### src/design/rtb_pkg.sv
// Shared types, constants and helpers of the RGBA tone and blend pipeline.
package rtb_pkg;

    // Pipeline stage indexes
    localparam int NSTG  = 6;
    localparam int STG_A = 0;   // luma and beta products
    localparam int STG_B = 1;   // luma sum, beta
    localparam int STG_C = 2;   // saturation products
    localparam int STG_D = 3;   // saturated color, tone products
    localparam int STG_E = 4;   // toned color, blend products
    localparam int STG_F = 5;   // blended result (output register)

    // Blend mode codes
    localparam logic [2:0] MODE_NONE  = 3'd0;
    localparam logic [2:0] MODE_ALPHA = 3'd1;
    localparam logic [2:0] MODE_ADD   = 3'd2;
    localparam logic [2:0] MODE_SUB   = 3'd3;
    localparam logic [2:0] MODE_MASK  = 3'd4;

    // Configuration register indexes
    localparam logic [2:0] CFG_GLOBAL_ALPHA = 3'd0;
    localparam logic [2:0] CFG_BLEND_MODE   = 3'd1;
    localparam logic [2:0] CFG_SATURATION   = 3'd2;
    localparam logic [2:0] CFG_TONE_RED     = 3'd3;
    localparam logic [2:0] CFG_TONE_GREEN   = 3'd4;
    localparam logic [2:0] CFG_TONE_BLUE    = 3'd5;

    // Luma weights, sum of the products scaled by 2^15
    localparam logic [14:0] LUMA_R = 15'd6969;
    localparam logic [14:0] LUMA_G = 15'd23434;
    localparam logic [14:0] LUMA_B = 15'd2365;

    localparam logic [7:0] FULL = 8'd255;

    typedef struct packed {
        logic [7:0] source_red;
        logic [7:0] source_green;
        logic [7:0] source_blue;
        logic [7:0] source_opacity;
        logic [7:0] target_red;
        logic [7:0] target_green;
        logic [7:0] target_blue;
        logic [7:0] target_opacity;
    } t_pix_in;

    typedef struct packed {
        logic [7:0] result_red;
        logic [7:0] result_green;
        logic [7:0] result_blue;
        logic [7:0] result_opacity;
        logic       mode_unsupported;
    } t_pix_out;

    typedef struct packed {
        logic [7:0]        global_alpha;
        logic [2:0]        blend_mode;
        logic [7:0]        saturation_level;
        logic signed [8:0] tone_red;
        logic signed [8:0] tone_green;
        logic signed [8:0] tone_blue;
    } t_cfg;

    // Per-stage load enables from the pipeline control
    typedef struct packed {
        logic [NSTG-1:0] en;
    } t_pipe_ctl;

    // Color path contents at the end of stage D
    typedef struct packed {
        logic [2:0][15:0] tone_prod;
        logic [2:0]       tone_zero;
        logic [2:0][7:0]  sat_col;
        logic [7:0]       beta;
        t_pix_in          pix;
    } t_col;

    // (x + 255) >> 8, x at most 255*255
    function automatic logic [7:0] div255(input logic [15:0] x);
        logic [16:0] sum;
        sum = {1'b0, x} + 17'd255;
        return sum[15:8];
    endfunction

endpackage

### src/design/rtb_ctl.sv
// Valid tracking and per-stage load enables of the pixel pipeline.
module rtb_ctl (
    input  logic               i_clk,
    input  logic               i_rst_n,
    input  logic               i_in_valid,
    output logic               o_in_ready,
    output logic               o_out_valid,
    input  logic               i_out_ready,
    output rtb_pkg::t_pipe_ctl o_ctl
);
    import rtb_pkg::*;

    logic [NSTG-1:0] r_vld;
    logic [NSTG-1:0] n_vld;
    logic [NSTG-1:0] en;

    // A stage loads when it is empty or its content moves on
    always_comb begin
        en[NSTG-1] = ~r_vld[NSTG-1] | i_out_ready;
        for (int k = NSTG - 2; k >= 0; k--) begin
            en[k] = ~r_vld[k] | en[k+1];
        end
    end

    always_comb begin
        n_vld = r_vld;
        if (en[0]) begin
            n_vld[0] = i_in_valid;
        end
        for (int k = 1; k < NSTG; k++) begin
            if (en[k]) begin
                n_vld[k] = r_vld[k-1];
            end
        end
    end

    always_ff @(posedge i_clk) begin
        if (!i_rst_n) begin
            r_vld <= '0;
        end else begin
            r_vld <= n_vld;
        end
    end

    assign o_ctl.en    = en;
    assign o_in_ready  = en[0];
    assign o_out_valid = r_vld[NSTG-1];

endmodule

### src/design/rtb_color.sv
// Color path stages A to D: luma, beta, saturation and tone products.
module rtb_color (
    input  logic               i_clk,
    input  rtb_pkg::t_cfg      i_cfg,
    input  rtb_pkg::t_pipe_ctl i_ctl,
    input  rtb_pkg::t_pix_in   i_pix,
    output rtb_pkg::t_col      o_col
);
    import rtb_pkg::*;

    // Stage A
    t_pix_in     r_a_pix;
    logic [22:0] r_a_luma [3];
    logic [15:0] r_a_bprod;
    // Stage B
    t_pix_in     r_b_pix;
    logic [7:0]  r_b_y;
    logic [7:0]  r_b_beta;
    // Stage C
    t_pix_in     r_c_pix;
    logic [15:0] r_c_sprod [3];
    logic [7:0]  r_c_beta;
    // Stage D
    t_col        r_d;

    logic [7:0]        a_src  [3];
    logic [14:0]       coef   [3];
    logic [7:0]        b_src  [3];
    logic [7:0]        c_src  [3];
    logic signed [8:0] tone   [3];
    logic [23:0]       luma_sum;
    t_col              n_d;

    assign a_src = '{i_pix.source_red, i_pix.source_green, i_pix.source_blue};
    assign coef  = '{LUMA_R, LUMA_G, LUMA_B};
    assign b_src = '{r_b_pix.source_red, r_b_pix.source_green, r_b_pix.source_blue};
    assign c_src = '{r_c_pix.source_red, r_c_pix.source_green, r_c_pix.source_blue};
    assign tone  = '{i_cfg.tone_red, i_cfg.tone_green, i_cfg.tone_blue};

    // Stage A: weighted channels and source alpha times global alpha
    always_ff @(posedge i_clk) begin
        if (i_ctl.en[STG_A]) begin
            r_a_pix   <= i_pix;
            for (int i = 0; i < 3; i++) begin
                r_a_luma[i] <= 23'(coef[i]) * 23'(a_src[i]);
            end
            r_a_bprod <= 16'(i_pix.source_opacity) * 16'(i_cfg.global_alpha);
        end
    end

    // Stage B: luma and beta; the luma sum stays below 2^23
    assign luma_sum = 24'(r_a_luma[0]) + 24'(r_a_luma[1]) + 24'(r_a_luma[2]);

    always_ff @(posedge i_clk) begin
        if (i_ctl.en[STG_B]) begin
            r_b_pix  <= r_a_pix;
            r_b_y    <= luma_sum[22:15];
            r_b_beta <= div255(r_a_bprod);
        end
    end

    // Stage C: mix of each channel toward luma
    always_ff @(posedge i_clk) begin
        if (i_ctl.en[STG_C]) begin
            r_c_pix  <= r_b_pix;
            r_c_beta <= r_b_beta;
            for (int i = 0; i < 3; i++) begin
                r_c_sprod[i] <= 16'(b_src[i]) * 16'(i_cfg.saturation_level)
                              + 16'(r_b_y) * 16'(FULL - i_cfg.saturation_level);
            end
        end
    end

    // Stage D: saturated color and tone products
    always_comb begin
        logic [7:0] sat;
        logic [8:0] neg_t;
        logic [7:0] mag;
        logic       pos;
        n_d      = r_d;
        n_d.pix  = r_c_pix;
        n_d.beta = r_c_beta;
        for (int i = 0; i < 3; i++) begin
            sat   = (i_cfg.saturation_level != FULL) ? div255(r_c_sprod[i]) : c_src[i];
            neg_t = 9'(-tone[i]);
            pos   = ~tone[i][8];
            // a tone of -256 saturates to 255
            if (pos) begin
                mag = tone[i][7:0];
            end else begin
                mag = neg_t[8] ? FULL : neg_t[7:0];
            end
            n_d.sat_col[i]   = sat;
            n_d.tone_zero[i] = (tone[i] == 9'sd0);
            n_d.tone_prod[i] = 16'(sat) * 16'(FULL - mag)
                             + (pos ? 16'(mag) * 16'(FULL) : 16'd0);
        end
    end

    always_ff @(posedge i_clk) begin
        if (i_ctl.en[STG_D]) begin
            r_d <= n_d;
        end
    end

    assign o_col = r_d;

endmodule

### src/design/rtb_blend.sv
// Blend stages E and F: toned source, blend products and mode select.
module rtb_blend (
    input  logic               i_clk,
    input  rtb_pkg::t_cfg      i_cfg,
    input  rtb_pkg::t_pipe_ctl i_ctl,
    input  rtb_pkg::t_col      i_col,
    output rtb_pkg::t_pix_out  o_pix
);
    import rtb_pkg::*;

    // Stage E
    t_pix_in     r_e_pix;
    logic [7:0]  r_e_beta;
    logic [7:0]  r_e_s    [3];
    logic [15:0] r_e_pa   [3];
    logic [15:0] r_e_pb   [3];
    // Stage F
    t_pix_out    r_f;

    logic [7:0] e_dst [3];
    logic [7:0] f_dst [3];
    logic [7:0] e_s   [3];
    logic [7:0] res   [3];
    t_pix_out   n_f;

    assign e_dst = '{i_col.pix.target_red, i_col.pix.target_green, i_col.pix.target_blue};
    assign f_dst = '{r_e_pix.target_red, r_e_pix.target_green, r_e_pix.target_blue};

    // Stage E: finish tone, form source*beta and dest*(255-beta)
    always_comb begin
        for (int i = 0; i < 3; i++) begin
            e_s[i] = i_col.tone_zero[i] ? i_col.sat_col[i] : div255(i_col.tone_prod[i]);
        end
    end

    always_ff @(posedge i_clk) begin
        if (i_ctl.en[STG_E]) begin
            r_e_pix  <= i_col.pix;
            r_e_beta <= i_col.beta;
            for (int i = 0; i < 3; i++) begin
                r_e_s[i]  <= e_s[i];
                r_e_pa[i] <= 16'(e_s[i]) * 16'(i_col.beta);
                r_e_pb[i] <= 16'(e_dst[i]) * 16'(FULL - i_col.beta);
            end
        end
    end

    // Stage F: blend by mode
    always_comb begin
        logic [8:0] sum;
        logic [7:0] v;
        logic       empty;
        empty = (r_e_pix.target_opacity == 8'd0);
        for (int i = 0; i < 3; i++) begin
            v   = empty ? r_e_s[i] : div255(r_e_pa[i]);
            sum = 9'(v) + 9'(f_dst[i]);
            case (i_cfg.blend_mode)
                MODE_NONE:  res[i] = r_e_s[i];
                MODE_ALPHA: res[i] = empty ? r_e_s[i] : div255(r_e_pa[i] + r_e_pb[i]);
                MODE_ADD:   res[i] = sum[8] ? FULL : sum[7:0];
                MODE_SUB:   res[i] = (f_dst[i] > v) ? f_dst[i] - v : 8'd0;
                default:    res[i] = f_dst[i];
            endcase
        end
        n_f.result_red       = res[0];
        n_f.result_green     = res[1];
        n_f.result_blue      = res[2];
        n_f.mode_unsupported = 1'b0;
        case (i_cfg.blend_mode)
            MODE_NONE: begin
                n_f.result_opacity = r_e_pix.source_opacity;
            end
            MODE_ALPHA, MODE_ADD, MODE_SUB: begin
                if (empty || r_e_pix.target_opacity < r_e_beta) begin
                    n_f.result_opacity = r_e_beta;
                end else begin
                    n_f.result_opacity = r_e_pix.target_opacity;
                end
            end
            MODE_MASK: begin
                n_f.result_opacity = r_e_pix.source_red;
            end
            default: begin
                // multiply and undefined codes pass the destination through
                n_f.result_opacity   = r_e_pix.target_opacity;
                n_f.mode_unsupported = 1'b1;
            end
        endcase
    end

    always_ff @(posedge i_clk) begin
        if (i_ctl.en[STG_F]) begin
            r_f <= n_f;
        end
    end

    assign o_pix = r_f;

endmodule

### src/design/rgba_tone_and_blend_top.sv
// Top level of the RGBA tone, saturation and blend pipeline.
//
//  channel  | valid       | ready        | payload
//  ---------+-------------+--------------+-----------------------------------
//  pixel in | i_in_valid  | o_in_ready   | i_in_data  (source and target RGBA)
//  pixel out| o_out_valid | i_out_ready  | o_out_data (result RGBA, flag)
//  config   | i_cfg_valid | o_cfg_ready  | i_cfg_index, i_cfg_data
//
// Six register stages; a pixel passes through stages A to E into the output
// register F, from which its result can transfer out, and one pixel per cycle
// flows through at full rate while the output does not stall.
// Each stage loads when empty or when its content moves on, so bubbles close
// up while the output stalls and no pixel is lost or repeated.
// Reset empties the pipeline and loads the configuration defaults.
// Config writes complete in the cycle they are presented.
module rgba_tone_and_blend_top (
    input  logic              i_clk,
    input  logic              i_rst_n,
    input  logic              i_in_valid,
    output logic              o_in_ready,
    input  rtb_pkg::t_pix_in  i_in_data,
    output logic              o_out_valid,
    input  logic              i_out_ready,
    output rtb_pkg::t_pix_out o_out_data,
    input  logic              i_cfg_valid,
    output logic              o_cfg_ready,
    input  logic [2:0]        i_cfg_index,
    input  logic [8:0]        i_cfg_data
);
    import rtb_pkg::*;

    t_cfg      r_cfg;
    t_cfg      n_cfg;
    t_pipe_ctl ctl;
    t_col      col;

    // Configuration register write
    always_comb begin
        n_cfg = r_cfg;
        if (i_cfg_valid) begin
            case (i_cfg_index)
                CFG_GLOBAL_ALPHA: n_cfg.global_alpha     = i_cfg_data[7:0];
                CFG_BLEND_MODE:   n_cfg.blend_mode       = i_cfg_data[2:0];
                CFG_SATURATION:   n_cfg.saturation_level = i_cfg_data[7:0];
                CFG_TONE_RED:     n_cfg.tone_red         = i_cfg_data;
                CFG_TONE_GREEN:   n_cfg.tone_green       = i_cfg_data;
                CFG_TONE_BLUE:    n_cfg.tone_blue        = i_cfg_data;
                default:          n_cfg = r_cfg;
            endcase
        end
    end

    always_ff @(posedge i_clk) begin
        if (!i_rst_n) begin
            r_cfg.global_alpha     <= 8'd255;
            r_cfg.blend_mode       <= MODE_ALPHA;
            r_cfg.saturation_level <= 8'd255;
            r_cfg.tone_red         <= 9'sd0;
            r_cfg.tone_green       <= 9'sd0;
            r_cfg.tone_blue        <= 9'sd0;
        end else begin
            r_cfg <= n_cfg;
        end
    end

    assign o_cfg_ready = 1'b1;

    rtb_ctl u_ctl (
        .i_clk       (i_clk),
        .i_rst_n     (i_rst_n),
        .i_in_valid  (i_in_valid),
        .o_in_ready  (o_in_ready),
        .o_out_valid (o_out_valid),
        .i_out_ready (i_out_ready),
        .o_ctl       (ctl)
    );

    rtb_color u_color (
        .i_clk (i_clk),
        .i_cfg (r_cfg),
        .i_ctl (ctl),
        .i_pix (i_in_data),
        .o_col (col)
    );

    rtb_blend u_blend (
        .i_clk (i_clk),
        .i_cfg (r_cfg),
        .i_ctl (ctl),
        .i_col (col),
        .o_pix (o_out_data)
    );

endmodule

### config.mk
export PLATFORM = sky130hd
export DESIGN_NAME = rgba_tone_and_blend_top
export DESIGN_NICKNAME = d
export VERILOG_FILES = /design/src/design/rtb_pkg.sv /design/src/design/rtb_ctl.sv /design/src/design/rtb_color.sv /design/src/design/rtb_blend.sv /design/src/design/rgba_tone_and_blend_top.sv
export SDC_FILE = /design/constraint.sdc
export NUM_CORES = 2
export LEC_CHECK = 0
export ABC_AREA = 0
export BUFFER_PORTS_ARGS = -buffer_cell sky130_fd_sc_hd__clkbuf_2
export CORE_AREA = 10 10 344 346
export DETAILED_ROUTE_END_ITERATION = 7
export DIE_AREA = 0 0 354 356
export PLACE_DENSITY = 0.8
export SLEW_MARGIN = 20
export SYNTH_ARGS = -nofsm -noshare
export SYNTH_HDL_FRONTEND = slang
export SYNTH_SLANG_ARGS = --single-unit
### constraint.sdc
create_clock -name i_clk -period 10.4 [get_ports i_clk]
set_input_delay 0 -clock i_clk [delete_from_list [all_inputs] [get_ports i_clk]]
set_output_delay 0 -clock i_clk [all_outputs]
set_load 0.02 [all_outputs]
==> results.md <==
* Full die area at 0.126 mm2
* RSZ-0062 raised after global routing: no
* Initial Utilization at roughly 64%
* DR vias at 49800
* Vias in the first global route at around 53000
* Mapped Cells at between 6000 and 7000
* Post-synthesis compound-gate area fraction at ~7%
* Util after Layout at 70.1%
* Worst-path clk slew at 0.06 ns
* Nets at 8961
* Area leader, netlist: edfxtp_1
* Antenna violations before repair at 10
* Most frequent cell after synthesis: inv_1
* Hold_ws at 0.0399 ns
* Hold depth at 2
* Max stage delay on crit path at 0.54 ns
* TritonCTS Sinks at 728
* Sequential share of the synthesized area at ~30%
* Max Clk Rate at just over 100 MHz
* Final TNS setup at 0 ns
* FF+latch count, synth at 728
* Synth area leaders: edfxtp_1, fa_1, ha_1
* Most frequent cells after synthesis: inv_1, ha_1, fa_1
* Top_reg_cell synth: edfxtp_1
* Total GRT Usage at 27.2%
* Slew @ Worst Pin at between 1 and 1.5 ns
* Mapped Area at 0.0720 mm2
* Root Buffer: clkbuf_16
* Post-route DRC at 0
* Routed Antenna Nets at 0
* Global Route met2 Usage at 46.8%
* Cell mode on critical path: fa_1
* WL/cell at 19.2 um
* Post-synthesis simple-gate area fraction at 13.1%
* Mux share of post-synthesis cell area at 0.659%
* CTS hold repair buffers at 85
* Setup violations, final at 0
* CTS-repair resized insts at 0
* Final hold violation count at 0
* I/O pin total at ~120
* Largest family of logic cells by synthesized area: adder cells
* Core area at 0.112 mm2
* Yosys warnings at 0
* Post-synth ARST share at 0%
* CP max-delay cell: fa_1
* Total Wirelength at 168 mm
* Layout fillers at 8078
* TritonCTS Buffers at 84
* Worst EP required at around 11 ns
* Syn Area/Cell at 10.3 um2
* Post-CTS Setup Inserts at 0
* Post-synthesis xor/xnor area fraction at 4.32%
* Placer Congestion at about 0.94
* Die Width at 354 um
* Area Overhead vs Synth at 8.62%
* Number of synthesized flops with an enable pin at 676
* Worst Path Max Fanout at 9
* Die Span Y at 356 um
* Worst hold path type: in2reg
* Vias/cell at 5.69
* Period utilization at 93.1%
* Buffer depth of the longest clock path at 3
* Worst Setup End Kind: flip-flop
* Worst Skew at 0.0465 ns
* Synth cell types at 90
* Share of layout cells above drive strength 1 at 5.38%
* Worst-skew pair later-pin latency at around 0.69 ns
* Period minus WS final at 9.69 ns
* WP data arrival at 10.08 ns
* Max_slew headroom at 16.6%
* Synth Area in Adders at roughly 38%
* Worst r2r path cells at 34
* CTS tree: done
* Largest net degree at the start of global routing at a little over 80
* Final Max Slew Viols at 0
* Buffers on Ports at 115
* Crit path kind: reg2reg
* Met1 track demand over resource at 33.6%
* Outcome: finished clean
* Critical Path Start Type: flip-flop
* Routing usage on met3 at 4.48%
* TritonRoute pass-1 iters at 8
* Max_cap viols at 0
* Final HPWL DP at roughly 130 mm
* CTS HTree Levels at 3
* Share of the synthesized area in the top cell type at 28.2%
* Row count at 123
* First-pass GRT wire length at 275 mm
* GR peak layer: met2
* Total gr overflow at 0
* First-iteration detailed-routing DRC count at 3389
-- layer usage --
layer	vias up	wire, um
met2	1743	82400
met5	-	48
met1	24500	66300
met4	6	7940
li1	23200	-
met3	452	11600
-- cell type report --
| type | count | area (um2) | share of cell area (%) |
|---|---|---|---|
| flip-flops and latches | 728 | 21300 | 27.3 |
| diodes | 4 | 10.0 | 0.0128 |
| clock inverters | 59 | 636 | 0.813 |
| clock buffers | 97 | 2220 | 2.84 |
| multi-input cells | 4793 | 45200 | 57.9 |
| well taps | 1500 | 1880 | 2.40 |
| repair buffers | 260 | 1900 | 2.43 |
| inverters | 1317 | 4950 | 6.33 |
-- registers in the layout, indices dropped and copies added, names as in the netlist, 33 cells and up --
signal             count
u_color.o_col        131
u_color.r_a_pix       64
u_color.r_a_luma      56
u_blend.r_e_pa        48
u_blend.r_e_pb        48
u_color.r_c_sprod     48
r_cfg                 46
u_color.n_d           40
u_color.r_b_pix       40
u_blend.o_pix         33
-- worst paths after layout --
check,start,end,slack (ns)
max,r_cfg[0],u_color.o_col[146],0.71
min,i_in_data[15],u_color.r_a_pix[15],0.04
max reg2reg,r_cfg[0],u_color.o_col[146],0.71
min reg2reg,u_color.r_a_pix[52],u_color.b_src[12],0.41
-- stage by stage --
stage / instances / worst slack (ns) / instance area (um2)
5_1_grt: 8757 / 0.183 / 78200
6_report: 8758 / 0.714 / 78200
2_1_floorplan: 6976 / 1.54 / 72000
3_3_place_gp: 8512 / 1.09 / 74400
4_1_cts: 8753 / 0.708 / 78100
3_5_place_dp: 8512 / 0.745 / 74400
-- worst max-delay path: cells and delay by family (launching register included) --
kind	cells	cell delay (ns)
adder cells (fa/ha/maj)	12	5.13
AO/OA/AOI/OAI	9	2.16
AND/OR/NAND/NOR	5	0.98
buffers and inverters	7	0.66
flip-flops	1	0.35
XOR/XNOR	1	0.10
-- kinds of logic (layout without fill, tap and decap cells) --
family	Yosys count	in the layout
and+or+nand+nor	1913	1913
adders and majority gates	1696	1696
buffers and inverters	1455	1733
AOI/OAI and AO/OA	787	787
DFF	728	728
xor gates and xnor gates	353	353
muxes	37	37
other	2	11
-- placed cells by master (no fill, tap or decap), types with 20 or more instances in the layout --
cell type | Yosys | routed
o21ai_1 | 60 | 58
fa_1 | 770 | 770
or3_1 | 33 | 33
o31ai_1 | 22 | 21
ha_1 | 926 | 926
nand2_1 | 619 | 617
edfxtp_1 | 676 | 676
a31oi_1 | 29 | 29
and3_1 | 20 | 20
xnor2_1 | 261 | 261
inv_1 | 1314 | 1311
dlygate4sd3_1 | 0 | 85
nor2_1 | 343 | 341
dfxtp_1 | 52 | 52
clkbuf_16 | 0 | 86
or2_2 | 23 | 23
and2_1 | 265 | 265
xor2_1 | 91 | 91
nor3_1 | 84 | 84
nor4_1 | 27 | 27
a21boi_0 | 49 | 49
a21oi_1 | 211 | 209
o21a_1 | 40 | 40
clkbuf_2 | 0 | 115
o21ai_0 | 113 | 113
nand2b_1 | 149 | 149
buf_4 | 1 | 59
a21o_1 | 52 | 52
nor2b_1 | 202 | 202
nand3_1 | 94 | 93
Power is left out: the tool's default activity adds up to more than one toggle a clock period on the data nets, which glitch-free logic cannot reach.
